$ cat config.mk
export PLATFORM = sky130hd
export DESIGN_NAME = gamepad_select_line_poller_flat
export DESIGN_NICKNAME = d
export VERILOG_FILES = /design/src/gsp_pkg.sv /design/src/gsp_if.sv /design/src/gsp_step.sv /design/src/gamepad_select_line_poller.sv /design/src/flat_wrapper.sv
export SDC_FILE = /design/constraint.sdc
export NUM_CORES = 1
export LEC_CHECK = 0
export BUFFER_PORTS_ARGS = -buffer_cell sky130_fd_sc_hd__buf_4
export CAP_MARGIN = 10
export CORE_MARGIN = 5
export CORE_UTILIZATION = 45
export DETAILED_ROUTE_END_ITERATION = 8
export PLACE_DENSITY = 0.66
export SLEW_MARGIN = 20
export SYNTH_ARGS = -nofsm -noshare
export SYNTH_HDL_FRONTEND = slang
export SYNTH_SLANG_ARGS = --single-unit
$ cat constraint.sdc
create_clock -name clk -period 2.5 [get_ports clk]
set_clock_uncertainty 0.1 [all_clocks]
set_input_delay 0.5 -clock clk [delete_from_list [all_inputs] [get_ports clk]]
set_output_delay 0.5 -clock clk [all_outputs]
set_load 0.02 [all_outputs]
$ cat src/gsp_pkg.sv
// Package for the gamepad select line poller.
// Sequencer phase codes, button bit positions, pin masks and shared types.
// No dependencies.
package gsp_pkg;

  localparam int CFG_W  = 16;
  localparam int PINS_W = 8;
  localparam int BTN_W  = 12;
  localparam int KIND_W = 2;
  localparam int PH_W   = 4;

  localparam logic [CFG_W-1:0] SETTLE_RST = 16'd1600;

  // sequencer phases
  localparam logic [PH_W-1:0] PH_IDLE = 4'd0;
  localparam logic [PH_W-1:0] PH_H1   = 4'd1;
  localparam logic [PH_W-1:0] PH_L1   = 4'd2;
  localparam logic [PH_W-1:0] PH_H2   = 4'd3;
  localparam logic [PH_W-1:0] PH_L2   = 4'd4;
  localparam logic [PH_W-1:0] PH_H3   = 4'd5;
  localparam logic [PH_W-1:0] PH_L3   = 4'd6;
  localparam logic [PH_W-1:0] PH_H4   = 4'd7;
  localparam logic [PH_W-1:0] PH_L4   = 4'd8;

  // pad kinds
  localparam logic [KIND_W-1:0] KIND_TWO   = 2'd0;
  localparam logic [KIND_W-1:0] KIND_THREE = 2'd1;
  localparam logic [KIND_W-1:0] KIND_SIX   = 2'd2;

  // button bit positions
  localparam int BTN_UP    = 0;
  localparam int BTN_DOWN  = 1;
  localparam int BTN_LEFT  = 2;
  localparam int BTN_RIGHT = 3;
  localparam int BTN_A     = 4;
  localparam int BTN_B     = 5;
  localparam int BTN_C     = 6;
  localparam int BTN_START = 7;
  localparam int BTN_MODE  = 8;
  localparam int BTN_X     = 9;
  localparam int BTN_Y     = 10;
  localparam int BTN_Z     = 11;

  localparam logic [PINS_W-1:0] THREE_MASK = 8'h03;
  localparam logic [PINS_W-1:0] SIX_MASK   = 8'h0F;

  // sequencer state apart from the wait counter
  typedef struct packed {
    logic [PH_W-1:0]   phase;
    logic [BTN_W-1:0]  buttons;
    logic [KIND_W-1:0] kind;
    logic              sel;
  } gsp_ctl_t;

endpackage

$ cat src/gsp_if.sv
// Valid/ready channel interfaces for the gamepad select line poller.
// Input word: poll request and pin levels. Result word: select, buttons, status.
// No dependencies.
interface gsp_in_if;
  logic       valid;
  logic       ready;
  logic       poll;
  logic [7:0] pins;

  modport source (output valid, output poll, output pins, input ready);
  modport sink   (input valid, input poll, input pins, output ready);
endinterface

interface gsp_out_if;
  logic        valid;
  logic        ready;
  logic        select_level;
  logic [11:0] buttons;
  logic [1:0]  pad_kind;
  logic        busy_res;
  logic        poll_done;

  modport source (output valid, output select_level, output buttons, output pad_kind,
                  output busy_res, output poll_done, input ready);
  modport sink   (input valid, input select_level, input buttons, input pad_kind,
                  input busy_res, input poll_done, output ready);
endinterface

$ cat src/gsp_step.sv
// One tick of the select line sequencer: next state from current state and pins.
// Purely combinational; depends on gsp_pkg.
module gsp_step import gsp_pkg::*; #(
  parameter int WAIT_WIDTH = 16
) (
  input  gsp_ctl_t              ctl,
  input  logic [WAIT_WIDTH-1:0] wait_cnt,
  input  logic [WAIT_WIDTH-1:0] reload,
  input  logic                  poll,
  input  logic [PINS_W-1:0]     pins,
  output gsp_ctl_t              ctl_nxt,
  output logic [WAIT_WIDTH-1:0] wait_nxt,
  output logic                  done
);

  logic [PINS_W-1:0] prs;

  // a low pin is a pressed button
  assign prs = ~pins;

  always_comb begin
    ctl_nxt  = ctl;
    wait_nxt = wait_cnt;
    done     = 1'b0;
    if (ctl.phase == PH_IDLE) begin
      if (poll) begin
        ctl_nxt.sel   = 1'b1;
        ctl_nxt.phase = PH_H1;
        wait_nxt      = reload;
      end
    end else if (wait_cnt > WAIT_WIDTH'(1)) begin
      wait_nxt = wait_cnt - WAIT_WIDTH'(1);
    end else begin
      wait_nxt = '0;
      case (ctl.phase)
        PH_H1: begin
          ctl_nxt.buttons[BTN_RIGHT] = prs[0];
          ctl_nxt.buttons[BTN_LEFT]  = prs[1];
          ctl_nxt.buttons[BTN_DOWN]  = prs[2];
          ctl_nxt.buttons[BTN_UP]    = prs[3];
          ctl_nxt.buttons[BTN_C]     = prs[4];
          ctl_nxt.buttons[BTN_B]     = prs[6];
          ctl_nxt.sel   = 1'b0;
          ctl_nxt.phase = PH_L1;
          wait_nxt      = reload;
        end
        PH_L1: begin
          if ((pins & THREE_MASK) == '0) begin
            ctl_nxt.buttons[BTN_START] = prs[4];
            ctl_nxt.buttons[BTN_A]     = prs[6];
            ctl_nxt.sel   = 1'b1;
            ctl_nxt.phase = PH_H2;
            wait_nxt      = reload;
          end else begin
            // shift B and C down onto A and B
            ctl_nxt.buttons[BTN_A] = ctl.buttons[BTN_B];
            ctl_nxt.buttons[BTN_B] = ctl.buttons[BTN_C];
            ctl_nxt.buttons[BTN_C] = 1'b0;
            ctl_nxt.kind  = KIND_TWO;
            ctl_nxt.phase = PH_IDLE;
            done          = 1'b1;
          end
        end
        PH_H2: begin
          ctl_nxt.sel   = 1'b0;
          ctl_nxt.phase = PH_L2;
          wait_nxt      = reload;
        end
        PH_L2: begin
          ctl_nxt.sel   = 1'b1;
          ctl_nxt.phase = PH_H3;
          wait_nxt      = reload;
        end
        PH_H3: begin
          ctl_nxt.sel   = 1'b0;
          ctl_nxt.phase = PH_L3;
          wait_nxt      = reload;
        end
        PH_L3: begin
          if ((pins & SIX_MASK) == '0) begin
            ctl_nxt.kind  = KIND_SIX;
            ctl_nxt.sel   = 1'b1;
            ctl_nxt.phase = PH_H4;
            wait_nxt      = reload;
          end else begin
            ctl_nxt.kind  = KIND_THREE;
            ctl_nxt.phase = PH_IDLE;
            done          = 1'b1;
          end
        end
        PH_H4: begin
          ctl_nxt.buttons[BTN_MODE] = prs[0];
          ctl_nxt.buttons[BTN_X]    = prs[1];
          ctl_nxt.buttons[BTN_Y]    = prs[2];
          ctl_nxt.buttons[BTN_Z]    = prs[3];
          ctl_nxt.sel   = 1'b0;
          ctl_nxt.phase = PH_L4;
          wait_nxt      = reload;
        end
        PH_L4: begin
          ctl_nxt.phase = PH_IDLE;
          done          = 1'b1;
        end
        default: begin
          ctl_nxt.phase = PH_IDLE;
        end
      endcase
    end
  end

endmodule

$ cat src/gamepad_select_line_poller.sv
// Gamepad select line poller: one input word is one sequencer tick.
// A word waits in the input register, then moves into the result register
// when that is empty or read; one word per cycle unless the result side stalls,
// set by the single step unit between them. Synchronous active-low reset:
// sequencer idle, select high, buttons released, settle time 1600 ticks.
module gamepad_select_line_poller import gsp_pkg::*; #(
  parameter int WAIT_WIDTH = 16
) (
  input  logic               clk,
  input  logic               rst_n,
  gsp_in_if.sink             in_ch,
  gsp_out_if.source          out_ch,
  input  logic               cfg_we,
  input  logic [CFG_W-1:0]   cfg_wdata
);

  localparam int EXT_W = (WAIT_WIDTH > CFG_W) ? WAIT_WIDTH : CFG_W;

  logic [CFG_W-1:0]      settle_r;
  logic                  in_valid_r;
  logic                  in_poll_r;
  logic [PINS_W-1:0]     in_pins_r;
  gsp_ctl_t              ctl_r;
  gsp_ctl_t              ctl_nxt;
  logic [WAIT_WIDTH-1:0] wait_r;
  logic [WAIT_WIDTH-1:0] wait_nxt;
  logic                  done_nxt;
  logic                  out_valid_r;
  logic                  out_done_r;
  logic                  advance;
  logic [EXT_W-1:0]      settle_ext;
  logic [EXT_W-1:0]      wait_max;
  logic [WAIT_WIDTH-1:0] reload;

  // saturate the settle time to what the wait counter holds
  assign settle_ext = EXT_W'(settle_r);
  assign wait_max   = EXT_W'({WAIT_WIDTH{1'b1}});
  assign reload     = (settle_ext > wait_max) ? WAIT_WIDTH'(wait_max)
                                              : WAIT_WIDTH'(settle_ext);

  assign advance     = in_valid_r && (!out_valid_r || out_ch.ready);
  assign in_ch.ready = !in_valid_r || advance;

  gsp_step #(.WAIT_WIDTH(WAIT_WIDTH)) u_step (
    .ctl      (ctl_r),
    .wait_cnt (wait_r),
    .reload   (reload),
    .poll     (in_poll_r),
    .pins     (in_pins_r),
    .ctl_nxt  (ctl_nxt),
    .wait_nxt (wait_nxt),
    .done     (done_nxt)
  );

  always_ff @(posedge clk) begin
    if (!rst_n) begin
      settle_r <= SETTLE_RST;
    end else if (cfg_we) begin
      settle_r <= cfg_wdata;
    end
  end

  always_ff @(posedge clk) begin
    if (!rst_n) begin
      in_valid_r <= 1'b0;
    end else if (in_ch.ready) begin
      in_valid_r <= in_ch.valid;
    end
  end

  always_ff @(posedge clk) begin
    if (in_ch.ready && in_ch.valid) begin
      in_poll_r <= in_ch.poll;
      in_pins_r <= in_ch.pins;
    end
  end

  // advance the sequencer once per word moved into the result register
  always_ff @(posedge clk) begin
    if (!rst_n) begin
      ctl_r.phase   <= PH_IDLE;
      ctl_r.buttons <= '0;
      ctl_r.kind    <= KIND_TWO;
      ctl_r.sel     <= 1'b1;
      wait_r        <= '0;
      out_valid_r   <= 1'b0;
      out_done_r    <= 1'b0;
    end else begin
      if (advance) begin
        ctl_r      <= ctl_nxt;
        wait_r     <= wait_nxt;
        out_done_r <= done_nxt;
      end
      if (advance) begin
        out_valid_r <= 1'b1;
      end else if (out_ch.ready) begin
        out_valid_r <= 1'b0;
      end
    end
  end

  assign out_ch.valid        = out_valid_r;
  assign out_ch.select_level = ctl_r.sel;
  assign out_ch.buttons      = ctl_r.buttons;
  assign out_ch.pad_kind     = ctl_r.kind;
  assign out_ch.busy_res     = (ctl_r.phase != PH_IDLE);
  assign out_ch.poll_done    = out_done_r;

endmodule

$ cat src/flat_wrapper.sv
// flat-port wrapper written by rule: the top's interface ports become plain ports
module gamepad_select_line_poller_flat import gsp_pkg::*;
#(
  parameter int WAIT_WIDTH = 16
)
  (clk, rst_n, cfg_we, cfg_wdata, in_ch_valid, in_ch_poll, in_ch_pins, in_ch_ready, out_ch_valid, out_ch_select_level, out_ch_buttons, out_ch_pad_kind, out_ch_busy_res, out_ch_poll_done, out_ch_ready);
  gsp_in_if in_ch_i ();
  gsp_out_if out_ch_i ();
  input  logic clk;
  input  logic rst_n;
  input  logic cfg_we;
  input  logic [CFG_W-1:0] cfg_wdata;
  input wire logic [$bits(in_ch_i.valid)-1:0] in_ch_valid;
  input wire logic [$bits(in_ch_i.poll)-1:0] in_ch_poll;
  input wire logic [$bits(in_ch_i.pins)-1:0] in_ch_pins;
  output wire logic [$bits(in_ch_i.ready)-1:0] in_ch_ready;
  output wire logic [$bits(out_ch_i.valid)-1:0] out_ch_valid;
  output wire logic [$bits(out_ch_i.select_level)-1:0] out_ch_select_level;
  output wire logic [$bits(out_ch_i.buttons)-1:0] out_ch_buttons;
  output wire logic [$bits(out_ch_i.pad_kind)-1:0] out_ch_pad_kind;
  output wire logic [$bits(out_ch_i.busy_res)-1:0] out_ch_busy_res;
  output wire logic [$bits(out_ch_i.poll_done)-1:0] out_ch_poll_done;
  input wire logic [$bits(out_ch_i.ready)-1:0] out_ch_ready;
  assign in_ch_i.valid = in_ch_valid;
  assign in_ch_i.poll = in_ch_poll;
  assign in_ch_i.pins = in_ch_pins;
  assign in_ch_ready = in_ch_i.ready;
  assign out_ch_valid = out_ch_i.valid;
  assign out_ch_select_level = out_ch_i.select_level;
  assign out_ch_buttons = out_ch_i.buttons;
  assign out_ch_pad_kind = out_ch_i.pad_kind;
  assign out_ch_busy_res = out_ch_i.busy_res;
  assign out_ch_poll_done = out_ch_i.poll_done;
  assign out_ch_i.ready = out_ch_ready;
  gamepad_select_line_poller #(.WAIT_WIDTH(WAIT_WIDTH)) u_core (.clk(clk), .rst_n(rst_n), .in_ch(in_ch_i), .out_ch(out_ch_i), .cfg_we(cfg_we), .cfg_wdata(cfg_wdata));
endmodule
[Word level (Yosys, flattened, before mapping)]
Index checks and enable logic that the tools add are counted.
Cells by class
  add/subtract/negate cells: 1
  $lt $le $gt $ge: 2
  eq/ne operators: 13
  mux-type cells: 36
  bitwise logic cells: 3
  reductions and logical operators: 25
Operators by type and width (number)
  $mux W16: 6
  $pmux W16 S3: 1
  $pmux W4 S7: 1
  $mux W19: 1
  $eq A4 B3 Y1 const B: 4
  $gt A16 B1 Y1 const B: 1
  $gt A16 B16 Y1 const B: 1
  $logic_not A8 Y1: 2
  $mux W4: 4
  $sub A16 B1 Y16 const B: 1
  $reduce_and A5 Y1: 3
  $mux W1: 14
  $reduce_and A4 Y1: 3
  $eq A4 B2 Y1 const B: 2
  $mux W2: 4
  $pmux W2 S2: 2
  $not A7 Y7: 1
  $ne A3 B3 Y1 const B: 2
  $reduce_and A6 Y1: 1
  $reduce_bool A2 Y1: 3
  $reduce_bool A5 Y1: 1
  $reduce_or A5 Y1: 1
  $eq A4 B1 Y1 const B: 1
  $eq A4 B4 Y1 const B: 1
  other kinds (14): 19
Word-level totals
  bits in registers: 62
  input bits: 30
  output and inout bits: 19
  word-level logic and storage cells: 95

[Depth between registers and ports, before layout]
  depth after elaboration: 6
  gate-level depth with buffers: 9
  depth with buffers taken out: 7

[By module]
A second synthesis with hierarchy kept.
Unflattened totals
  cells, all modules: 425
  area, all modules: 3688.5 sq um
By module, submodules not included
  gamepad_select_line_poller: instances 1, cells each 242, area an instance 2546.2 sq um, sequential area each 1351.3 sq um
  gsp_step: instances 1, cells each 183, area an instance 1142.3 sq um, sequential area each 0.0 sq um

[Worst setup path before layout]
OpenSTA, ideal clock, no wires.
  path type: reg2reg
  start: register u_core.ctl_r[15] in the netlist's numbering
  end: register u_core.ctl_r[17] in the netlist's numbering
  arrival: 2.046 ns
  required time: 2.330 ns
  slack: 0.283 ns
  stages on the path, launching flop included: 9
  buffers on the path: 3
  cell sequence: dfxtp_1 -> clkbuf_1 -> nor4_2 -> clkinv_1 -> o211ai_1 -> buf_2 -> buf_2 -> o21ai_0 -> a21oi_1
Between the ends
  word-level cells in the longest chain between the ends: 4
Ends and longest elaborated chain
  from (decl): line gamepad_select_line_poller.sv:23  | gsp_ctl_t ctl_r;
  from (signal assigned): line gamepad_select_line_poller.sv:90  | ctl_r <= ctl_nxt;
  $eq A4 B3 Y1 (tied with other cells): line gsp_step.sv:35  | case (ctl.phase)
  $pmux W4 S7: line gsp_step.sv:35
  $mux W19: line gsp_step.sv:31  | end else if (wait_cnt > WAIT_WIDTH'(1)) begin
  $mux W4: line gsp_step.sv:25  | if (ctl.phase == PH_IDLE) begin
Several ways; a longest one is shown, not always the timed one. The select of a mux whose other input is x is not followed.
A chain may end at the register's enable or synchronous reset.

[Final worst setup path]
  start: register u_core.wait_r[0]
  end: register, netlist name u_core.out_ch.buttons[0]
Between the ends
  word-level cells in the longest chain between the ends: 3
Ends and longest elaborated chain
  from (decl): line gamepad_select_line_poller.sv:25  | logic [WAIT_WIDTH-1:0] wait_r;
  from (signal assigned): line gamepad_select_line_poller.sv:91  | wait_r <= wait_nxt;
  $gt A16 B1 Y1: line gsp_step.sv:31
  $not A1 Y1 (no source line)
  $reduce_and A4 Y1 (no source line)
Every way passes these cells.

==> qor.yml <==
drive_gt1_share_pct: 23.6
grt_pass1_vias: 2827
insertion_delay_ns: 0.34
cp.arrival_ns: 2.42
cts_tree: "done"
via_count: 2960
finalSetupTns_ns: 0
dp_slack_ns: 0.175
cts_buffer_depth: 2
end_kind: "register"
antenna_found_initial: 0
start_kind: "register"
clock-sinks: 61
synth_ff_type: "dfxtp_1"
synth_xor_xnor_area_share_pct: 0.817
p_total_mw: 2.60
power_density_nw_per_um2: 667
grt_pass1_wl_mm: 13.9
cts_resized: 0
yosys_warnings: 0
antenna_cells: 0
first_iter_violations: 243
path_max_fanout: 6
nFillCells: 652
netlist_top_cells_area: "dfxtp_1 (34%), mux2i_1 (7.8%), edfxtp_1 (6.5%), nor2_1 (4.4%), a21oi_1 (3.6%)"
asyncSetResetFlopFracSynth_pct: 0
yosys.area_share.adder_pct: 0.778
grt_max_degree: 28
maxCapViolCount: 0
hold_class: "in -> reg"
dr.pass1.iters: 4
critPathRequiredTime_ns: 2.63
synth_area_sq_um: 3220
die_x_microns: 94.5
max_slew_margin_pct: 67.6
synth-simple-area-share_pct: 24.6
start_util_pct: 46.8
gp_congestion: 0.881
ys_types: 55
routed_wl_mm: 8.40
area.growth.synth_to_final_pct: 21.3
synth_cells: 376
holdWs_ns: 0.230
critPathKind: "reg -> reg"
setup_ws_ns: 0.209
cts-hold-fix-buffers: 0
hold_viol: 0
drt-wirelength-per-cell_microns: 16.1
synth_top_area_share_pct: 33.6
final_nets: 451
leakage_nw: 1.53
period_needed_ns: 2.29
place_hpwl_mm: 6.02
syn-num-nets: 408
synth.area.mux_share_pct: 7.78
worstMarginPinSlew_ns: 0.482
cts_made_buffers: 9
drc: 0
postCtsSetupBuffers: 0
die_h_microns: 94.5
clock.fmax_ghz: 0.437
synth-compound-area-share_pct: 17.9
synth.avg_cell_area_sq_um: 8.55
rsz0062_at_grt: "false"
synth_largest_area_cell: "dfxtp_1"
ios: 49
clkSlewWorstSetupHoldPaths_ns: 0.08
utilization_pct: 56.8
viasPerCell: 5.69
post_dp_cell_area_sq_um: 3650
slew_viol_final: 0
track_usage_pct: 19.9
clk_root_buffer_cell: "clkbuf_8"
synth_edf_count: 7
dp.cells: 504
design_area_sq_um: 3900
htree_levels: 3
finalSetupViolations: 0
final_cell_count_no_fill: 520
ys_seq_area_share_pct: 40.2
ant_nets: 0
status: "finished clean"
synth_top_family_by_area: "simple AND/OR/NAND/NOR gates"
yosys_register_bits: 61
core_area_sq_um: 6870
vdd_ir_drop_max_uv: 434
overflow: 0
rows: 30
fin_crit_sh_pct: 91.6
dieArea_sq_um: 8940
port-buffer-count: 46
==> final timing paths <==
kind	from	endpoint	slack, ns	cells past startpoint
worst max register to register	u_core.wait_r[0]$_SDFFE_PN0P_	u_core.out_ch.buttons[0]$_SDFFE_PN0P_	0.21	7
worst min-delay path	in_ch_pins[3]	u_core.in_pins_r[3]$_DFFE_PP_	0.23	1
worst min register to register	u_core.out_ch.pad_kind[0]$_SDFFE_PN0P_	u_core.out_ch.pad_kind[0]$_SDFFE_PN0P_	0.37	2
worst max-delay path	u_core.wait_r[0]$_SDFFE_PN0P_	u_core.out_ch.buttons[0]$_SDFFE_PN0P_	0.21	7
==> cells in the mapped netlist (all sizes together), types with 11 or more instances <==
| master | number |
|---|---|
| dfxtp | 54 |
| nor2 | 38 |
| nand2 | 30 |
| mux2i | 25 |
| a21oi | 23 |
| o21ai | 23 |
| buf | 21 |
| clkbuf | 16 |
| nand3 | 13 |
| nor3 | 12 |
| inv | 11 |
| nor4 | 11 |
==> state kept, by name, indices dropped and copies added, names as in the netlist, 2 cells and up <==
| register | count |
|---|---|
| u_core.out_ch.pad_kind | 2 |
| u_core.settle_ext | 16 |
| u_core.in_pins_r | 6 |
| u_core.wait_r | 16 |
| u_core.ctl_r | 4 |
| u_core.out_ch.buttons | 12 |
==> per-layer routing <==
metal / up-vias / part of all wire (%) / wire, microns / global-route usage [%]
met5: - / 0 / 0 / 0
met4: 0 / 1.2 / 102 / 9.50
met3: 5 / 6.0 / 505 / 3.67
met2: 90 / 45 / 3790 / 29.3
met1: 1411 / 48 / 4000 / 28.0
li1: 1454 / - / - / -
==> power by group <==
| group | switching (mW) | internal [mW] | total, mW | leakage, nW |
|---|---|---|---|---|
| logic | 0.318 | 0.221 | 0.539 | 0.913 |
| clock network | 0.396 | 0.588 | 0.984 | 0.107 |
| registers | 0.0455 | 1.03 | 1.08 | 0.509 |
| total | 0.760 | 1.84 | 2.60 | 1.53 |
==> logic make-up after synthesis <==
kind of cell             count (synthesis)
multiplexers                            25
XOR/XNOR                                 3
flip-flops                              61
buffers and inverters                   49
adder cells (fa/ha/maj)                  2
AO/OA/AOI/OAI                           90
AND/OR/NAND/NOR                        146
==> cells in the final DEF, fill, tap and decap left out, drive strengths merged, types with 4 or more instances in the layout <==
cell	instances
nand4	7
o21a	6
clkbuf	12
a21oi	23
o41ai	4
o22ai	5
nand2	30
and4	4
or3	6
or4	6
nor2	38
dfxtp	54
nand3	13
a31oi	6
mux2i	25
nor4	11
o21ai	23
a211oi	7
nor3	12
inv	11
edfxtp	7
buf	69
nor2b	4
==> cell type report <==
| class | count | area, sq um | area share (%) |
|---|---|---|---|
| clock buffers | 12 | 145 | 3.72 |
| clock inverters | 4 | 72.6 | 1.86 |
| inverters | 12 | 45.0 | 1.15 |
| multi-input cells | 266 | 1710 | 43.8 |
| flip-flops and latches | 61 | 1290 | 33.1 |
| well taps | 96 | 120 | 3.08 |
| repair buffers | 69 | 518 | 13.3 |
==> critical path: stages (launching register included) <==
cell,delay (ns)
dfxtp_1,0.35
inv_1,0.09
ha_1,0.20
nor2_1,0.10
or4_4,0.57
nor4_4,0.46
mux2i_1,0.24
nor2_1,0.06
Power figures use the tool's default switching activity.
